===== config.mk =====
export PLATFORM = sky130hd
export DESIGN_NAME = ogru_front
export DESIGN_NICKNAME = d
export VERILOG_FILES = /design/src/hdl/ogru_pkg.sv /design/src/hdl/ogru_front.sv
export SDC_FILE = /design/constraint.sdc
export NUM_CORES = 1
export LEC_CHECK = 0
export BUFFER_PORTS_ARGS = -buffer_cell sky130_fd_sc_hd__buf_2
export CORE_MARGIN = 1.5
export CORE_UTILIZATION = 35
export DETAILED_ROUTE_END_ITERATION = 6
export PLACE_DENSITY = 0.53
export RECOVER_POWER = 50
export SYNTH_ARGS = -nofsm -noshare
export SYNTH_HDL_FRONTEND = slang
export SYNTH_SLANG_ARGS = --single-unit

===== constraint.sdc =====
create_clock -name clk -period 18.75 [get_ports clk]
set_input_delay 1.875 -clock clk [delete_from_list [all_inputs] [get_ports clk]]
set_output_delay 1.875 -clock clk [all_outputs]
set_load 0.03 [all_outputs]

===== src/hdl/ogru_pkg.sv =====
// Shared types, constants and functions for the occupancy grid ray update core.
package ogru_pkg;

    localparam int GRID_WIDTH_DEF  = 256;
    localparam int GRID_HEIGHT_DEF = 256;

    localparam logic signed [9:0] LO_MIN  = -10'sd400;
    localparam logic signed [9:0] LO_MAX  = 10'sd400;
    localparam logic signed [9:0] LO_FREE = -10'sd42;
    localparam logic signed [9:0] LO_OCC  = 10'sd85;

    localparam logic [1:0] ST_RAY_OK   = 2'd0;
    localparam logic [1:0] ST_RAY_DROP = 2'd1;
    localparam logic [1:0] ST_READ_OK  = 2'd2;
    localparam logic [1:0] ST_READ_OUT = 2'd3;

    localparam logic REQ_RAY  = 1'b0;
    localparam logic REQ_READ = 1'b1;

    localparam logic [1:0] REG_CORNER_X  = 2'd0;
    localparam logic [1:0] REG_CORNER_Y  = 2'd1;
    localparam logic [1:0] REG_CELL_SIZE = 2'd2;

    // One request as it travels from the front end to the walker.
    typedef struct packed {
        logic                req_type;
        logic signed [24:0]  nx0;
        logic signed [24:0]  ny0;
        logic signed [24:0]  nx1;
        logic signed [24:0]  ny1;
        logic                hit;
        logic signed [10:0]  cell_x;
        logic signed [10:0]  cell_y;
    } ogru_req_t;

    // Occupancy percent of a log-odds value, from the sigmoid threshold table.
    function automatic logic signed [7:0] ogru_percent(input logic signed [9:0] v);
        logic [8:0] thr [48];
        logic [9:0] a;
        logic [6:0] p;
        thr = '{9'd3, 9'd7, 9'd11, 9'd15, 9'd19, 9'd23, 9'd27, 9'd31, 9'd35, 9'd39,
                9'd43, 9'd47, 9'd52, 9'd56, 9'd60, 9'd65, 9'd69, 9'd74, 9'd78, 9'd83,
                9'd88, 9'd92, 9'd97, 9'd103, 9'd108, 9'd113, 9'd119, 9'd124, 9'd130,
                9'd136, 9'd142, 9'd149, 9'd156, 9'd163, 9'd170, 9'd178, 9'd186,
                9'd195, 9'd205, 9'd215, 9'd226, 9'd238, 9'd252, 9'd267, 9'd285,
                9'd306, 9'd332, 9'd367};
        a = v[9] ? 10'(-v) : v;
        p = 7'd50;
        for (int k = 0; k < 48; k++) begin
            if (a >= {1'b0, thr[k]}) begin
                p = 7'(51 + k);
            end
        end
        if (v[9]) begin
            p = 7'd100 - p;
        end
        return signed'({1'b0, p});
    endfunction

endpackage


===== src/hdl/ogru_front.sv =====
// Front end: captures requests, offsets them by the origin and queues them.
module ogru_front (
    input  logic                  clk,
    input  logic                  rst_n,
    input  logic                  in_valid,
    output logic                  in_stall,
    input  logic                  req_type,
    input  logic signed [23:0]    start_x,
    input  logic signed [23:0]    start_y,
    input  logic signed [23:0]    end_x,
    input  logic signed [23:0]    end_y,
    input  logic                  hit,
    input  logic signed [10:0]    cell_x,
    input  logic signed [10:0]    cell_y,
    input  logic signed [23:0]    corner_x,
    input  logic signed [23:0]    corner_y,
    output logic                  q_valid,
    input  logic                  q_pop,
    output ogru_pkg::ogru_req_t   q_data
);
    import ogru_pkg::*;

    localparam int QDEPTH = 2;

    ogru_req_t  mem_reg [QDEPTH];
    logic       wp_reg, wp_next, rp_reg, rp_next;
    logic [1:0] cnt_reg, cnt_next;
    logic       push;
    ogru_req_t  item;

    assign in_stall = (cnt_reg == 2'(QDEPTH));
    assign push     = in_valid && !in_stall;

    // Offsets from the grid corner, kept one bit wider.
    always_comb
    begin
        item.req_type = req_type;
        item.nx0      = 25'(start_x) - 25'(corner_x);
        item.ny0      = 25'(start_y) - 25'(corner_y);
        item.nx1      = 25'(end_x) - 25'(corner_x);
        item.ny1      = 25'(end_y) - 25'(corner_y);
        item.hit      = hit;
        item.cell_x   = cell_x;
        item.cell_y   = cell_y;
    end

    always_comb
    begin
        wp_next  = push ? !wp_reg : wp_reg;
        rp_next  = q_pop ? !rp_reg : rp_reg;
        cnt_next = cnt_reg + 2'(push) - 2'(q_pop);
    end

    always_ff @(posedge clk or negedge rst_n)
    begin
        if (!rst_n)
        begin
            wp_reg  <= 1'b0;
            rp_reg  <= 1'b0;
            cnt_reg <= '0;
        end
        else
        begin
            wp_reg  <= wp_next;
            rp_reg  <= rp_next;
            cnt_reg <= cnt_next;
        end
    end

    always_ff @(posedge clk)
    begin
        if (push)
        begin
            mem_reg[wp_reg] <= item;
        end
    end

    assign q_valid = (cnt_reg != '0);
    assign q_data  = mem_reg[rp_reg];
endmodule


==> results by stage, run 1 <==
Placed design:
- Routability-driven placement finished with a final weighted congestion of approximately 0.83.
- The post-detailed-placement half-perimeter wirelength is 24700 microns.
- The number of placed instances, taps included, is around 1900.
- The total of buffers placed on input and output ports is 297.

Worst setup path:
- The capturing element type of the critical path is a flop.
- The required time at the endpoint of the critical path is around 19 ns.
- Walking the worst path, the cells encountered are buf_2, nand2_1, nor2_4, clkbuf_1.
- The highest net fanout along the worst path is 71.
- The highest cell delay on the worst timing path is 3.07 ns.
- The slowest cell on the critical path is sky130_fd_sc_hd__clkbuf_1.
- The critical path class is input port to flop.
- The startpoint type of the worst setup path is an input port.
- The worst endpoint data arrival time is around 5.4 ns.

Final layout:
- The proportion of layout cells with a drive suffix above 1 is 0.313.
- The top cell types in the final layout, fill and taps aside, are 275 x sky130_fd_sc_hd__buf_2, 248 x sky130_fd_sc_hd__edfxtp_1, 125 x sky130_fd_sc_hd__mux2_2.
- The register with the most flip-flops in the layout has 248 of them.
- Excluding fillers, the count of instances in the completed layout stands at 1975.
- The most common cell after layout, fill and taps aside is sky130_fd_sc_hd__buf_2.
- Measured on the finished design, the core utilization comes to 0.432.
- The number of nets in the final layout is 1700.
- The area growth from synthesis to layout is 22.1%.
- The number of antenna diodes in the final layout is 0.

STA:
- The final period demand of the worst path is 5.32 ns.
- In the finished design, the share of the clock period the worst path needs comes to 0.284.
- The setup TNS after final layout is 0 ns.
- The number of hold-slack violations in the final timing report came to 0.
- The clock arrives with 0.0107 ns of skew.
- Setup repair after global routing left no endpoint under its margin.
- Timing would allow up to 188 MHz.
- The count of final max-slew check failures is 189.
- Measured against its own limit, the worst slew margin works out to -1.94.
- The pin slew with the least headroom to its limit is 4.41 ns.
- The number of endpoints failing setup at the final stage is 0.

Routing:
- The DRC marker count from the first detailed-route iteration is 501.
- In the routed layout, each cell is associated on average with a via count of roughly 4.9.
- The first TritonRoute pass finished after 5 iterations.
- The total routed wirelength is 33800 microns.
- For this run, design rule violations remaining after detail routing come to 0.
- The count of nets left with antenna violations once routing finished came out at 0.
- Detailed routing inserted a total of a little under 10000 vias.
- After detailed routing, the average wire length per cell comes to ~17 microns.

Synthesis:
- The number of nets in the synthesized netlist is 1389.
- In this run the cell area of the synthesized design comes to 0.0140 sq mm.
- Synthesis produced a netlist whose cell count is 1115.
- The count of cell types in the netlist is 63.
- In the synthesized netlist the async set-or-reset flop fraction comes to 0.0159.
- The sequential fraction of the synthesis area is 0.539.
- The synthesized design contains 252 register bits.
- In this run, synthesis inferred 248 flip-flops with an integrated enable.
- The synthesized area divided by synthesized cell count is 12.5 sq um.
- sky130_fd_sc_hd__edfxtp_1 takes more of the synthesized area than any other cell.
- For this run, the number of Yosys warnings is 0.
- By area the synthesized netlist is led by sky130_fd_sc_hd__edfxtp_1 53%, sky130_fd_sc_hd__mux2_2 10%, sky130_fd_sc_hd__ha_1 8.8%.
- The fraction of synthesized cell area taken by the top area cell type is 0.532.
- Among all flip-flop cells after synthesis, the most frequent one is sky130_fd_sc_hd__edfxtp_1.

Clock tree:
- Clock tree synthesis inserted a total of 30 buffers.
- The clock transition at the register clock pins on the worst setup and hold paths after CTS is 0.06 ns.
- After clock tree synthesis, the setup repair step added 0 buffers.
- The worst-case clock buffer depth is 3.
- The clock sink count is 252.
- For the worst-skew pair, the clock arrives at the later sink with an insertion delay of 0.56 ns.
- The number of hold buffers added after CTS is 0.
- TritonCTS built the clock tree.
- The number of gates resized after CTS was 0.
- The H-tree level count is 1.
- The root buffer cell chosen for the clock tree is sky130_fd_sc_hd__clkbuf_16.

GRT:
- The first-pass GRT wire length is 52100 microns.
- The number of antenna violations at the first check in global routing is 0.
- The global route total overflow is 0.
- The via count of the first global-routing pass is 9668.
- The maximum number of pins on one net before global-route repair is 72.
- In the global route stage, overall resource usage came out at 0.161.

Die:
- just under 300 I/O pins were placed.
- The initial utilization of the core area, before any placement, comes to 0.354.
- The die is 203 microns tall.
- The area of the placeable core is 0.0395 sq mm.
- The placement row count is 73.
- The die covers ~0.041 sq mm.
- The die boundary width is 203 microns.

Run status:
- The run finished, with violations left.
- The final reports fail on max-capacitance violations, max-slew violations.

Worst hold path:
- The path type of the worst min-delay path is flop to flop.

Pwr:
- The power per cell area is 141 mW/mm^2.
- The analysis attributes to cell leakage a power of 7.05 nW.
- The maximum ir drop on the vdd rail is 0.0845 mV.

Flow run:
- Max-cap violations in this run came to 3.
[cells in the mapped netlist, types with 5 or more instances]
cell type,number
sky130_fd_sc_hd__edfxtp_1,248
sky130_fd_sc_hd__xor2_1,24
sky130_fd_sc_hd__a21oi_1,73
sky130_fd_sc_hd__nor2_1,58
sky130_fd_sc_hd__nor2b_1,17
sky130_fd_sc_hd__a211o_1,7
sky130_fd_sc_hd__mux2_2,125
sky130_fd_sc_hd__a31oi_1,14
sky130_fd_sc_hd__xnor2_1,56
sky130_fd_sc_hd__clkbuf_1,22
sky130_fd_sc_hd__a21o_1,39
sky130_fd_sc_hd__o21ai_0,39
sky130_fd_sc_hd__nand3b_1,5
sky130_fd_sc_hd__nand3_1,17
sky130_fd_sc_hd__nand2b_1,18
sky130_fd_sc_hd__ha_1,98
sky130_fd_sc_hd__inv_1,94
sky130_fd_sc_hd__nand2_1,42
sky130_fd_sc_hd__o21a_1,15
sky130_fd_sc_hd__o21bai_1,6
sky130_fd_sc_hd__nand4_1,5
sky130_fd_sc_hd__a211oi_1,7
sky130_fd_sc_hd__and3_1,6
sky130_fd_sc_hd__nor3_1,11
sky130_fd_sc_hd__o31ai_1,5
[worst max-delay path: cells and delay by family]
kind / cells / cell delay, ns
buf+inv: 2 / 3.15
simple gates: 2 / 0.23
[area by class of cell]
cell class                 count  area (sq um)
fill                        3792         22500
multi-input combinational    747          5990
clock buffer                  31           754
sequential                   252          7550
clock inverter                25           302
tap                          525           657
inverter                      94           353
timing repair buffer         301          1480
[cell families (layout without fill, tap and decap cells)]
| family | after synthesis | after routing | synth area share |
|---|---|---|---|
| AOI/OAI and AO/OA | 246 | 246 | 0.116 |
| xor gates and xnor gates | 80 | 80 | 0.0501 |
| adders and majority gates | 102 | 102 | 0.0934 |
| buffers and inverters | 116 | 451 | 0.0311 |
| DFF | 252 | 252 | 0.539 |
| muxes | 127 | 127 | 0.102 |
| and+or+nand+nor | 192 | 192 | 0.0680 |
[worst paths after layout]
check	start	endpoint	slack, ns	depth (start not counted)
worst max-delay path	in_valid	mem_reg[0][43]	13.43	4
worst min-delay path	cnt_reg[1]	cnt_reg[1]	0.49	1
worst max register to register	cnt_reg[1]	mem_reg[0][43]	14.29	4
worst min register to register	cnt_reg[1]	cnt_reg[1]	0.49	1
max in group asynchronous	rst_n	rp_reg	17.40	1
min in group asynchronous	rst_n	wp_reg	1.14	1
[through the flow]
stage / total power, mW / setup WS (ns) / hold WS [ns] / cell area [sq um]
3_3_place_gp: 1.81 / 13.98 / 0.481 / 16100
5_1_grt: 2.53 / 13.06 / 0.549 / 17100
2_1_floorplan: 1.54 / 11.02 / 0.460 / 14000
3_5_place_dp: 1.81 / 13.95 / 0.480 / 16100
4_1_cts: 2.44 / 13.57 / 0.496 / 17200
6_report: 2.40 / 13.43 / 0.494 / 17100
[per-layer routing]
layer / global-route usage / vias up / share of wire
met5: 0 / - / 0
met4: 0.0397 / 0 / 0.015
met3: 0.0429 / 37 / 0.075
met2: 0.264 / 266 / 0.46
met1: 0.212 / 4568 / 0.45
li1: - / 4784 / -
[report_power, final]
part / switching [mW] / internal [mW]
clock network: 0.226 / 0.386
registers: 0.0516 / 0.819
logic: 0.605 / 0.314
total: 0.883 / 1.52
Note: power is estimated with default switching activity, not from simulation.
==> run 2: changes to the inputs <==
Settings changed: PLACE_DENSITY 0.53 to 0.55.
Clock period 18.75 ns to 4.81 ns, I/O delays scaled along.
==> results by stage, run 2 (same netlist as run 1, synthesis figures left out) <==
Worst hold path:
- The path class of the tightest hold or removal check is input port to flop.
- The launch point of the worst hold path is cell_x[0].

Worst setup path:
- The total stage count of the critical path is 3 (-1).
- The worst setup path is of the flop to flop kind.
- The highest net fanout along the worst path came to 48 (-32%).
- The path depth of the worst reg2reg path is 3 (-1).
- The dominant delay contributor by cell family on the critical path is buffers and inverters.
- The number of buffer and inverter stages on the critical path is 1 (-1).
- The slowest cell on the critical path is sky130_fd_sc_hd__clkbuf_1.
- The critical path goes through nand2b_1, and3_1, clkbuf_1.
- STA classifies the critical path startpoint as a flop.
- The required time at the endpoint of the critical path is 4.93 ns (-13.87 ns).
- The capturing element type of the critical path is a flop.
- The highest cell delay on the worst timing path is 2.21 ns (-0.86 ns).
- The worst register-to-register path ends at mem_reg[1][42].
- The worst endpoint data arrival time is 3.71 ns (-1.67 ns).
- The endpoint of the worst setup timing path is mem_reg[1][42].
- The startpoint of the most critical setup path is cnt_reg[1].
- The register-to-register setup slack is 1.22 ns (-13.07 ns).
- The critical register-to-register path startpoint is cnt_reg[1].

Clock tree:
- The clock transition at the register clock pins on the worst setup and hold paths after CTS is 0.06 ns (about the same).
- The clock insertion delay at the later pin of the skew report was 0.57 ns (about the same).
- The H-tree level count was 1 (unchanged).
- The number of hold buffers added after CTS is 1 (+1).
- The CTS buffer count is 30 (unchanged).
- The post-cts gate resize count is 0 (unchanged).
- The post-CTS setup repair buffer count is 0 (unchanged).
- The clock sink count is 252 (unchanged).
- The clock tree from TritonCTS is yes.
- The worst-case clock buffer depth is 3 (unchanged).
- The clock tree root driver cell is sky130_fd_sc_hd__clkbuf_16.

Die:
- The count of boundary I/O pins is 298 (unchanged).
- The die boundary width came to 203 microns (unchanged).
- The placement row count came to 73 (unchanged).
- The area of the placeable core is 0.0395 sq mm (unchanged).
- The area of the die is 0.0412 sq mm (unchanged).
- The chip height is 203 microns (unchanged).
- The initial core utilization came to 0.354 (unchanged).

Final layout:
- The number of antenna cells inserted was 0 (unchanged).
- The most common cell after layout, fill and taps aside is sky130_fd_sc_hd__buf_2.
- The final core utilization was 0.434 (+0.00250).
- In the layout the commonest cells are 281 x sky130_fd_sc_hd__buf_2, 248 x sky130_fd_sc_hd__edfxtp_1, 125 x sky130_fd_sc_hd__mux2_2.
- The proportion of layout cells with a drive suffix above 1 was 0.319 (+0.00599).
- The flip-flop count of the largest register after layout is 248 (unchanged).
- The area growth from synthesis to layout is 22.8%.
- The number of nets in the final layout is 1702 (+0.12%).
- The design area is 0.0172 sq mm (+0.58%).

Routing:
- The post-detailed-route DRC marker count was 0 (unchanged).
- The DRC marker count from the first detailed-route iteration came to 476 (-5.0%).
- The vias after detailed routing was 9811 (+1.6%).
- The average wire per standard cell is 17.3 microns (+0.89%).
- The mean number of vias per cell is 4.97 (+1.6%).
- The first-pass iteration count of the detailed router is 4 (-1).
- The number of nets still failing antenna checks after routing is 0 (unchanged).
- The total routed wirelength is 34100 microns (+0.94%).

GRT:
- The maximum number of pins on one net before global-route repair is 72 (unchanged).
- The global route total overflow is 0 (unchanged).
- The via count of the first global-routing pass was 9978 (+3.2%).
- The number of antenna violations at the first check in global routing is 0 (unchanged).
- The overall fraction of global-route tracks in use was 0.163 (+0.00168).
- The first-pass GRT wire length was 53200 microns (+2.0%).

STA:
- The setup TNS after final layout is 0 ns (unchanged).
- The number of hold-slack violations in the final timing report is 0 (unchanged).
- The number of endpoints failing setup at the final stage is 0 (unchanged).
- The final period demand of the worst path is 3.59 ns.
- The worst max-slew margin expressed relative to the limit came to -1.06 (+0.882).
- The achievable clock frequency is 278 MHz.
- Setup repair after global routing left no endpoint under its margin.
- The setup clock skew after layout is 0.0108 ns (+0.000103 ns).
- In the finished design, the share of the clock period the worst path needs comes to 0.747.
- The pin slew with the least headroom to its limit is 3.09 ns (-1.32 ns).
- The count of final max-slew check failures is 146 (-23%).

Pwr:
- The share of total power in combinational logic came to 0.378 (-0.005).
- The power per cell area was 553 mW/mm^2 (+290%).
- The leakage power total is 7.12 nW (+0.93%).
- The internal cell power is 6.02 mW (+300%).
- The fraction of power consumed by the clock network came to 0.266 (+0.011).
- The switching part of the total is 0.366 (-0.00152).
- The overall power after layout is 9.50 mW (+300%).
- The portion of total power attributed to sequential cells is 0.356 (-0.006).
- The net switching power is 3.48 mW (+290%).
- The maximum ir drop on the vdd rail came to 0.278 mV (+230%).

Flow run:
- The max-cap violation count is 3 (unchanged).

Placed design:
- The placer congestion estimate is 0.832 (-0.22%).
- The total of buffers placed on input and output ports is 297 (unchanged).
- The instance area after placement was 0.0162 sq mm (+0.36%).
- The post-detailed-placement half-perimeter wirelength is 25000 microns (+1.1%).

Run status:
- The checks that failed: max-capacitance violations, max-slew violations.
- The flow ran to the end, but the final reports show violations.
[run 2: cell count changes in the layout (fill, tap and decap cells not counted), sizes merged]
cell,delta
buf,+7
clkbuf,-6
dlygate4sd3,+1
bufinv,+2
clkinv,-3
[run 2: layout make-up]
type | instances | area, sq um
fillers | 3797 | 22400
well taps | 525 | 657
inverters | 94 | 353
flip-flops and latches | 252 | 7550
multi-input cells | 747 | 5970
clock inverters | 24 | 348
clock buffers | 31 | 754
repair buffers | 303 | 1550
[run 2: metrics by stage]
step                hold slack, ns  cells  setup slack [ns]
finish                      0.0931   1976              1.22
global placement             0.294   1920              1.35
floorplan                    0.185   1115             0.551
CTS                         0.0591   1976              1.49
detailed placement           0.292   1920              1.36
global route                0.0580   1976             0.892
[run 2: how the worst min path moves through the flow]
stage | end | slack [ns] | cells past startpoint
final | mem_reg[0][11] | 0.09 | 1
after global routing | mem_reg[0][3] | 0.06 | 1
after CTS | mem_reg[0][3] | 0.06 | 1
after detailed placement | cnt_reg[1] | 0.29 | 1
after global placement | cnt_reg[0] | 0.29 | 1
after floorplan | cnt_reg[0] | 0.19 | 0
[run 2: worst register-to-register path: cells and delay by family (launching register included)]
kind / cells / cell delay (ns)
flops: 1 / 0.40
simple gates: 2 / 0.48
buf+inv: 1 / 2.21
[run 2: power groups by stage]
stage | combinational [mW] | clock, mW | sequential [mW]
2_1_floorplan | 2.67 | 0 | 3.32
3_3_place_gp | 3.66 | 0 | 3.40
3_5_place_dp | 3.67 | 0 | 3.42
4_1_cts | 3.69 | 2.60 | 3.38
5_1_grt | 3.85 | 2.69 | 3.45
6_report | 3.59 | 2.53 | 3.38
[run 2: routing by layer]
layer	up-vias	part of all wire	track usage
li1	4788	-	-
met1	4727	0.44	0.213
met2	260	0.47	0.270
met3	36	0.078	0.0437
met4	0	0.015	0.0365
met5	-	0	0
